File: src/hdl/lpss_pkg.sv
// Package: widths, codes and constants shared by the laser power scaler.
`timescale 1ns / 1ps
package lpss_pkg;

  localparam int unsigned OPCODE_W   = 2;
  localparam int unsigned S_W        = 16;
  localparam int unsigned RATE_W     = 24;
  localparam int unsigned HUND_W     = 14;
  localparam int unsigned FMS_W      = 24;
  localparam int unsigned POWER_W    = 17;
  localparam int unsigned SCALE_W    = 10;
  localparam int unsigned TICK_W     = 10;

  localparam int unsigned CFG_ADDR_W = 3;
  localparam int unsigned CFG_DATA_W = 17;

  localparam int unsigned IN_TDATA_W  = 104;
  localparam int unsigned OUT_TDATA_W = 24;

  // Shared serial datapath widths.
  localparam int unsigned ACC_W   = 60;
  localparam int unsigned MCAND_W = 36;
  localparam int unsigned MLT_W   = 24;
  localparam int unsigned DVS_W   = 24;
  localparam int unsigned CNT_W   = 6;

  localparam logic [POWER_W-1:0] FULL_Q16   = 17'd65536;
  localparam logic [ACC_W-1:0]   POWER_CAP  = 60'd17179869184;
  localparam logic [DVS_W-1:0]   PCT_DIV    = 24'd100;
  localparam logic [DVS_W-1:0]   HUND_DIV   = 24'd10000;
  localparam logic [HUND_W-1:0]  HUND_MAX   = 14'd10000;

  typedef enum logic [OPCODE_W-1:0] {
    OP_TICK     = 2'd0,
    OP_FIRE     = 2'd1,
    OP_FIRE_OFF = 2'd2,
    OP_HALT     = 2'd3
  } opcode_e;

  typedef enum logic [CFG_ADDR_W-1:0] {
    CFG_MAX_POWER   = 3'd0,
    CFG_MIN_POWER   = 3'd1,
    CFG_MAX_S_LEVEL = 3'd2,
    CFG_SCALE_PCT   = 3'd3,
    CFG_TICK_MS     = 3'd4,
    CFG_PWM_INVERT  = 3'd5,
    CFG_TTL_PRESENT = 3'd6,
    CFG_TTL_INVERT  = 3'd7
  } cfg_idx_e;

endpackage

File: src/hdl/laser_power_speed_scaler_top.sv
// Laser power scaler: PWM duty and TTL enable from S level, speed ratio and manual fire.
//
// Input stream s_axis_*: one transaction per command; s_axis_tuser carries the opcode
// (tick, manual fire, fire off, halt), s_axis_tdata the command fields.
// Output stream m_axis_*: exactly one transaction per accepted command, carrying the
// duty, TTL level and status flags after the command took effect.
// Configuration: cfg_we_i writes cfg_wdata_i into register cfg_addr_i;
// write only while the block is idle.
// Fire off, halt, manual ticks, ticks without a move and refused fires go straight to
// the output. A manual fire divides the power by 10000, a timed one then the duration
// by the tick. A tick with an active move runs one bit-serial restoring divider and
// shift-add multiplier, one bit per cycle, through up to six passes in turn (divide by
// max S level, multiply by scale, divide by 100, multiply by axis rate, divide by nominal
// rate unless it is zero, multiply by power span). One command is in work at a time.
// The next command is taken while a result still waits in the output register; when
// the receiver stalls, a finished result holds in the block until that register frees.
// Reset restores the default registers, turns the laser off and leaves manual mode.
`timescale 1ns / 1ps
module laser_power_speed_scaler_top (
  input  logic                              clk_i,
  input  logic                              rst_ni,
  input  logic                              s_axis_tvalid,
  output logic                              s_axis_tready,
  // move_active, s_level, axis_rate, nominal_step_rate, fire_power_hundredths, fire_ms
  input  logic [lpss_pkg::IN_TDATA_W-1:0]   s_axis_tdata,
  // opcode
  input  logic [lpss_pkg::OPCODE_W-1:0]     s_axis_tuser,
  output logic                              m_axis_tvalid,
  input  logic                              m_axis_tready,
  // pwm_duty, ttl_level, beam_on, manual_mode, fire_rejected, zero fill
  output logic [lpss_pkg::OUT_TDATA_W-1:0]  m_axis_tdata,
  input  logic                              cfg_we_i,
  input  logic [lpss_pkg::CFG_ADDR_W-1:0]   cfg_addr_i,
  input  logic [lpss_pkg::CFG_DATA_W-1:0]   cfg_wdata_i
);
  import lpss_pkg::*;

  typedef enum logic [3:0] {
    ST_IDLE,
    ST_REQ_DIV,
    ST_SCL_MUL,
    ST_PCT_DIV,
    ST_AXIS_MUL,
    ST_RATE_DIV,
    ST_SPAN_MUL,
    ST_MAP,
    ST_FIRE_DIV,
    ST_ROUND_DIV,
    ST_OUT
  } state_e;

  state_e state_q;

  logic [POWER_W-1:0] max_power_q, min_power_q;
  logic [S_W-1:0]     max_s_q;
  logic [SCALE_W-1:0] scale_q;
  logic [TICK_W-1:0]  tick_ms_q;
  logic               pwm_inv_q, ttl_pres_q, ttl_inv_q;

  logic               beam_q, manual_q;
  logic [FMS_W-1:0]   fire_rem_q;
  logic [POWER_W-1:0] duty_q;
  logic               rej_q;

  logic [RATE_W-1:0]  axis_q, nom_q;
  logic [FMS_W-1:0]   fms_q;

  logic [ACC_W-1:0]   acc_q;
  logic [DVS_W-1:0]   rem_q;
  logic [DVS_W-1:0]   dvs_q;
  logic [MCAND_W-1:0] mcand_q;
  logic [MLT_W-1:0]   mlt_q;
  logic [CNT_W-1:0]   cnt_q;

  logic                    out_valid_q;
  logic [OUT_TDATA_W-1:0]  out_data_q;

  // Input field views.
  logic               in_move;
  logic [S_W-1:0]     in_s;
  logic [RATE_W-1:0]  in_axis, in_nom;
  logic [HUND_W-1:0]  in_hund;
  logic [FMS_W-1:0]   in_fms;
  opcode_e            in_op;

  assign in_move = s_axis_tdata[0];
  assign in_s    = s_axis_tdata[16:1];
  assign in_axis = s_axis_tdata[40:17];
  assign in_nom  = s_axis_tdata[64:41];
  assign in_hund = s_axis_tdata[78:65];
  assign in_fms  = s_axis_tdata[102:79];
  assign in_op   = opcode_e'(s_axis_tuser);

  // Derived values.
  logic [TICK_W-1:0]  tick_w;
  logic [S_W-1:0]     max_s_w;
  logic [HUND_W-1:0]  hund_sat;
  logic [FMS_W-1:0]   rem_dec;
  logic               span_up;
  logic [POWER_W-1:0] span;

  assign tick_w   = (tick_ms_q == '0) ? TICK_W'(1) : tick_ms_q;
  assign max_s_w  = (max_s_q == '0) ? S_W'(1) : max_s_q;
  assign hund_sat = (in_hund > HUND_MAX) ? HUND_MAX : in_hund;
  assign rem_dec  = (fire_rem_q > FMS_W'(tick_w)) ? fire_rem_q - FMS_W'(tick_w) : '0;
  assign span_up  = (max_power_q >= min_power_q);
  assign span     = span_up ? max_power_q - min_power_q : min_power_q - max_power_q;

  // One restoring-divide step and one shift-add multiply step on the shared accumulator.
  logic [DVS_W:0]     r_sh;
  logic [DVS_W+1:0]   diff;
  logic               ge;
  logic [DVS_W-1:0]   rem_d;
  logic [ACC_W-1:0]   div_d;
  logic [ACC_W-1:0]   mul_d;
  logic [ACC_W-1:0]   cap_d;

  always_comb begin
    r_sh  = {rem_q, acc_q[ACC_W-1]};
    diff  = {1'b0, r_sh} - {2'b00, dvs_q};
    ge    = ~diff[DVS_W+1];
    rem_d = ge ? diff[DVS_W-1:0] : r_sh[DVS_W-1:0];
    div_d = {acc_q[ACC_W-2:0], ge};
    mul_d = {acc_q[ACC_W-2:0], 1'b0}
          + (mlt_q[MLT_W-1] ? {{(ACC_W-MCAND_W){1'b0}}, mcand_q} : '0);
    cap_d = (div_d > POWER_CAP) ? POWER_CAP : div_d;
  end

  // Map the scaled power into the duty range and clamp.
  logic [35:0]        span_prod;
  logic [36:0]        up_sum;
  logic [POWER_W-1:0] down_val;
  logic [POWER_W-1:0] map_duty;

  always_comb begin
    span_prod = acc_q[51:16];
    up_sum    = {20'b0, min_power_q} + {1'b0, span_prod};
    down_val  = min_power_q - span_prod[POWER_W-1:0];
    if (span_up) begin
      map_duty = (up_sum > 37'(FULL_Q16)) ? FULL_Q16 : up_sum[POWER_W-1:0];
    end else if (span_prod >= 36'(min_power_q)) begin
      map_duty = '0;
    end else begin
      map_duty = (down_val > FULL_Q16) ? FULL_Q16 : down_val;
    end
  end

  logic last_step;
  logic out_free;
  assign last_step = (cnt_q == CNT_W'(1));
  assign out_free  = ~out_valid_q | m_axis_tready;

  always_ff @(posedge clk_i or negedge rst_ni) begin
    if (!rst_ni) begin
      max_power_q <= FULL_Q16;
      min_power_q <= '0;
      max_s_q     <= S_W'(2048);
      scale_q     <= SCALE_W'(100);
      tick_ms_q   <= TICK_W'(1);
      pwm_inv_q   <= 1'b0;
      ttl_pres_q  <= 1'b0;
      ttl_inv_q   <= 1'b0;
      beam_q      <= 1'b0;
      manual_q    <= 1'b0;
      fire_rem_q  <= '0;
      duty_q      <= '0;
      rej_q       <= 1'b0;
      cnt_q       <= '0;
      out_valid_q <= 1'b0;
      state_q     <= ST_IDLE;
    end else begin
      if (cfg_we_i) begin
        unique case (cfg_idx_e'(cfg_addr_i))
          CFG_MAX_POWER:   max_power_q <= cfg_wdata_i;
          CFG_MIN_POWER:   min_power_q <= cfg_wdata_i;
          CFG_MAX_S_LEVEL: max_s_q     <= cfg_wdata_i[S_W-1:0];
          CFG_SCALE_PCT:   scale_q     <= cfg_wdata_i[SCALE_W-1:0];
          CFG_TICK_MS:     tick_ms_q   <= cfg_wdata_i[TICK_W-1:0];
          CFG_PWM_INVERT:  pwm_inv_q   <= cfg_wdata_i[0];
          CFG_TTL_PRESENT: ttl_pres_q  <= cfg_wdata_i[0];
          CFG_TTL_INVERT:  ttl_inv_q   <= cfg_wdata_i[0];
          default: ;
        endcase
      end

      if (out_valid_q && m_axis_tready) begin
        out_valid_q <= 1'b0;
      end

      unique case (state_q)
        ST_IDLE: begin
          if (s_axis_tvalid) begin
            axis_q  <= in_axis;
            nom_q   <= in_nom;
            fms_q   <= in_fms;
            rej_q   <= 1'b0;
            state_q <= ST_OUT;
            unique case (in_op)
              OP_TICK: begin
                if (manual_q) begin
                  if (fire_rem_q != '0) begin
                    fire_rem_q <= rem_dec;
                    if (rem_dec == '0) begin
                      duty_q   <= '0;
                      beam_q   <= 1'b0;
                      manual_q <= 1'b0;
                    end
                  end
                end else if (in_move) begin
                  acc_q   <= {in_s, 16'b0, 28'b0};
                  rem_q   <= '0;
                  dvs_q   <= {8'b0, max_s_w};
                  cnt_q   <= CNT_W'(32);
                  state_q <= ST_REQ_DIV;
                end else begin
                  duty_q <= '0;
                  beam_q <= 1'b0;
                end
              end
              OP_FIRE: begin
                fire_rem_q <= '0;
                if (in_hund == '0) begin
                  duty_q   <= '0;
                  beam_q   <= 1'b0;
                  manual_q <= 1'b0;
                end else if (in_fms != '0 && in_fms < FMS_W'(tick_w)) begin
                  rej_q <= 1'b1;
                end else begin
                  acc_q   <= {hund_sat, 16'b0, 30'b0};
                  rem_q   <= '0;
                  dvs_q   <= HUND_DIV;
                  cnt_q   <= CNT_W'(30);
                  state_q <= ST_FIRE_DIV;
                end
              end
              OP_FIRE_OFF: begin
                fire_rem_q <= '0;
                duty_q     <= '0;
                beam_q     <= 1'b0;
                manual_q   <= 1'b0;
              end
              OP_HALT: begin
                duty_q   <= '0;
                beam_q   <= 1'b0;
                manual_q <= 1'b0;
              end
              default: ;
            endcase
          end
        end

        ST_REQ_DIV: begin
          acc_q <= div_d;
          rem_q <= rem_d;
          cnt_q <= cnt_q - CNT_W'(1);
          if (last_step) begin
            mcand_q <= {4'b0, div_d[31:0]};
            mlt_q   <= {scale_q, 14'b0};
            acc_q   <= '0;
            cnt_q   <= CNT_W'(SCALE_W);
            state_q <= ST_SCL_MUL;
          end
        end

        ST_SCL_MUL: begin
          acc_q <= mul_d;
          mlt_q <= {mlt_q[MLT_W-2:0], 1'b0};
          cnt_q <= cnt_q - CNT_W'(1);
          if (last_step) begin
            acc_q   <= {mul_d[41:0], 18'b0};
            rem_q   <= '0;
            dvs_q   <= PCT_DIV;
            cnt_q   <= CNT_W'(42);
            state_q <= ST_PCT_DIV;
          end
        end

        ST_PCT_DIV: begin
          acc_q <= div_d;
          rem_q <= rem_d;
          cnt_q <= cnt_q - CNT_W'(1);
          if (last_step) begin
            mcand_q <= div_d[MCAND_W-1:0];
            mlt_q   <= axis_q;
            acc_q   <= '0;
            cnt_q   <= CNT_W'(RATE_W);
            state_q <= ST_AXIS_MUL;
          end
        end

        ST_AXIS_MUL: begin
          acc_q <= mul_d;
          mlt_q <= {mlt_q[MLT_W-2:0], 1'b0};
          cnt_q <= cnt_q - CNT_W'(1);
          if (last_step) begin
            if (nom_q == '0) begin
              mcand_q <= '0;
              mlt_q   <= {span, 7'b0};
              acc_q   <= '0;
              cnt_q   <= CNT_W'(POWER_W);
              state_q <= ST_SPAN_MUL;
            end else begin
              acc_q   <= mul_d;
              rem_q   <= '0;
              dvs_q   <= nom_q;
              cnt_q   <= CNT_W'(ACC_W);
              state_q <= ST_RATE_DIV;
            end
          end
        end

        ST_RATE_DIV: begin
          acc_q <= div_d;
          rem_q <= rem_d;
          cnt_q <= cnt_q - CNT_W'(1);
          if (last_step) begin
            mcand_q <= cap_d[MCAND_W-1:0];
            mlt_q   <= {span, 7'b0};
            acc_q   <= '0;
            cnt_q   <= CNT_W'(POWER_W);
            state_q <= ST_SPAN_MUL;
          end
        end

        ST_SPAN_MUL: begin
          acc_q <= mul_d;
          mlt_q <= {mlt_q[MLT_W-2:0], 1'b0};
          cnt_q <= cnt_q - CNT_W'(1);
          if (last_step) begin
            state_q <= ST_MAP;
          end
        end

        ST_MAP: begin
          duty_q  <= map_duty;
          beam_q  <= (map_duty != '0);
          state_q <= ST_OUT;
        end

        ST_FIRE_DIV: begin
          acc_q <= div_d;
          rem_q <= rem_d;
          cnt_q <= cnt_q - CNT_W'(1);
          if (last_step) begin
            duty_q   <= div_d[POWER_W-1:0];
            beam_q   <= 1'b1;
            manual_q <= 1'b1;
            if (fms_q != '0) begin
              acc_q   <= {fms_q, 36'b0};
              rem_q   <= '0;
              dvs_q   <= DVS_W'(tick_w);
              cnt_q   <= CNT_W'(FMS_W);
              state_q <= ST_ROUND_DIV;
            end else begin
              state_q <= ST_OUT;
            end
          end
        end

        ST_ROUND_DIV: begin
          acc_q <= div_d;
          rem_q <= rem_d;
          cnt_q <= cnt_q - CNT_W'(1);
          if (last_step) begin
            fire_rem_q <= fms_q - rem_d;
            state_q    <= ST_OUT;
          end
        end

        ST_OUT: begin
          if (out_free) begin
            out_valid_q <= 1'b1;
            out_data_q  <= {3'b000, rej_q, manual_q, beam_q,
                            ttl_pres_q & (beam_q ^ ttl_inv_q),
                            pwm_inv_q ? FULL_Q16 - duty_q : duty_q};
            state_q     <= ST_IDLE;
          end
        end

        default: state_q <= ST_IDLE;
      endcase
    end
  end

  assign s_axis_tready = (state_q == ST_IDLE);
  assign m_axis_tvalid = out_valid_q;
  assign m_axis_tdata  = out_data_q;

endmodule

File: config.mk
export PLATFORM = sky130hd
export DESIGN_NAME = laser_power_speed_scaler_top
export DESIGN_NICKNAME = d
export VERILOG_FILES = /design/src/hdl/lpss_pkg.sv /design/src/hdl/laser_power_speed_scaler_top.sv
export SDC_FILE = /design/constraint.sdc
export NUM_CORES = 1
export LEC_CHECK = 0
export ABC_AREA = 1
export BUFFER_PORTS_ARGS = -buffer_cell sky130_fd_sc_hd__buf_2
export CAP_MARGIN = 25
export CORE_MARGIN = 10
export CORE_UTILIZATION = 63
export DETAILED_ROUTE_END_ITERATION = 12
export HOLD_SLACK_MARGIN = 0.1
export PLACE_DENSITY_LB_ADDON = 0.1
export SYNTH_ARGS = -nofsm -noshare
export SYNTH_HDL_FRONTEND = slang
export SYNTH_SLANG_ARGS = --single-unit
export TNS_END_PERCENT = 100
File: constraint.sdc
create_clock -name clk_i -period 9.05 [get_ports clk_i]
set_input_delay 1.81 -clock clk_i [delete_from_list [all_inputs] [get_ports clk_i]]
set_output_delay 1.81 -clock clk_i [all_outputs]
set_load 0.005 [all_outputs]
==> impl_metrics.toml <==
[outcome]
outcome = "finished, final reports clean"

[setup_path]
cp-start-kind = "flip-flop"
crit_required_ns = 9.49
path_max_fanout = 26
crit_top_cell = "nand2_1"
slowest_delay_ns = 0.50
cp.arrival_ns = 6.32
worstSetupPathType = "reg2reg"
worst_path_max_delay_cell = "nand2_1"
endpoint_kind = "flip-flop"

[drt]
routed_via_density = 6.174
ant_nets = 0
routed_wl_um = 104800
route.detailed.drc = 0
wl_per_cell_um = 22.03
num_vias = 29380
drt_pass1_iterations = 6
drtIter0Drc = 4144

[floorplanning]
die_height_um = 237.3
fp-row-count = 79
io_pins = 157
die_x_um = 237.3
start_util = 0.6377
coreArea_mm2 = 0.04665
die-area_mm2 = 0.05632

[final_layout]
fillers = 4055
finalInstanceArea_mm2 = 0.03249
nets = 4444
fin_cells = 4759
fin_util = 0.6964
drive_gt1_frac = 0.08552
area_growth_pct = 9.205

[global_route]
top_usage_layer = "met2"
met3_usage = 0.08030
gr-total-overflow = 0
track_usage = 0.3645
grt_first_pass_wirelength_um = 160400
grt_util_met1 = 0.5006
grt_pass1_vias = 27530
grt_max_degree = 73
grtUsageMet2 = 0.5462
antenna_found_initial = 3

[synth]
synthArstFlopShare = 0.3290
synthCells = 3998
synth_edf_count = 261
ys_seq_elements = 389
yosysSeqAreaShare = 0.3713
synth_area_per_cell_um2 = 7.442
netlist_top_cells_count = "861 x nand2_1, 587 x inv_1, 428 x nor2_1"
yosys.area.top_type = "edfxtp_1"
synth_top_area_frac = 0.2634
synth_most_common_cell = "nand2_1"
yosysWarnings = 0
synth_area_leaders = "edfxtp_1 26%, nand2_1 11%, dfrtp_1 10%"
synth_ff_type = "edfxtp_1"
synth_area_mm2 = 0.02975
synth.distinct_cells = 68

[timing]
rsz0062_at_grt = "no"
hold_ws_ns = 0.4633
timing.fmax_mhz = 170.1
period_minus_slack_ns = 5.879
setup_viol = 0
hold_violations = 0
finalWorstSetupSlack_ns = 3.171
slew_headroom = 0.2868
worst_pin_slew_ns = 1.060
slew_viol_final = 0
period_share = 0.6496
fin_tns_setup_ns = 0
skew_ns = 0.01830

[placed_design]
io_buffers = 152
dpl-instance-area_mm2 = 0.03099
placedCellCount = 4675
gp_congestion = 1.076
pre_cts_ws_ns = 3.369
dp_hpwl_um = 81530

[power_and_ir_drop]
peakVddDrop_v = 0.0004380
p_leak_nw = 15.08
swShare = 0.5276
finalPower_mw = 13.53
internal_power_mw = 6.393
p_comb_frac = 0.617
switchingPower_mw = 7.140
p_seq_frac = 0.244
p_clk_frac = 0.139
p_per_area_mw_per_mm2 = 416.5

[clocking]
cts_sinks = 389
cts_tree = "done"
ctsResizeCount = 0
htreeDepth = 2
ctsHoldBuffers = 0
root_buffer = "clkbuf_16"
numCtsBuffers = 44
clock_path_buffers = 3
path_clk_slew_ns = 0.06
insertion_delay_ns = 0.60
post-cts-setup-buffer-count = 0

[min_path]
hp-class = "reg2reg"

[job]
max_cap_viol_count = 0
## layout make-up
cell class	count	area, µm²	share of cell area
inverter	602	2260	0.06954
tap	607	759.5	0.02337
clock inverter	21	222.7	0.006854
clock buffer	61	1247	0.03839
antenna	1	2.502	0.00007701
timing repair buffer	181	1005	0.03092
sequential	389	11050	0.3400
multi-input combinational	2897	15950	0.4908
## per-layer routing
layer,up-vias,routed length [µm]
met4,4,4860
li1,13690,-
met2,1825,44620
met5,-,26
met1,13570,42470
met3,297,12880
## sequential cells by signal (all words and copies together), names as in the netlist, 24 cells and up
name        cells
axis_q         24
mlt_q          24
nom_q          24
acc_q          60
dvs_q          24
fire_rem_q     24
fms_q          24
mcand_q        36
rem_q          24
## worst max-delay path: cells and delay by family (launching register included)
family | cells | cell delay, ns
AO/OA/AOI/OAI | 9 | 1.53
AND/OR/NAND/NOR | 13 | 1.79
adder cells (fa/ha/maj) | 3 | 1.07
flip-flops | 1 | 0.39
buffers and inverters | 5 | 0.94
## placed cells by master (no fill, tap or decap), types with 56 or more instances in the layout
cell type  netlist  layout
inv_1          587     587
nand2_1        861     861
nor2_1         428     422
ha_1           190     190
nor3_1          60      56
nand3_1        216     215
nand4_1         76      76
o21ai_0        271     271
xor2_1          78      78
edfxtp_1       261     261
buf_2           23     151
dfrtp_1        122     122
a21oi_1        281     281
## path summary, 6_finish.rpt
kind | slack [ns] | from | to | depth (start not counted)
max | 3.17 | rem_q[1] | fire_rem_q[20] | 30
min | 0.46 | rej_q | m_axis_tdata[20] | 0
max reg2reg | 3.17 | rem_q[1] | fire_rem_q[20] | 30
min reg2reg | 0.46 | rej_q | m_axis_tdata[20] | 0
max in group asynchronous | 6.15 | rst_ni | fire_rem_q[2] | 3
min in group asynchronous | 1.05 | rst_ni | cnt_q[4] | 1
## power groups by stage
stage,sequential (mW),combinational [mW],clock [mW]
floorplan,3.06,5.84,0
global placement,3.29,7.89,0
detailed placement,3.30,7.99,0
CTS,3.27,8.06,1.88
global route,3.34,9.14,1.94
finish,3.31,8.34,1.88
## cell families after synthesis
kind of cell	synth area share
other	0.0001260
AND/OR/NAND/NOR	0.2545
adder cells (fa/ha/maj)	0.08528
multiplexers	0.001346
flip-flops	0.3713
XOR/XNOR	0.03562
buffers and inverters	0.09445
AO/OA/AOI/OAI	0.1573
(Power assumes the default switching activity.)
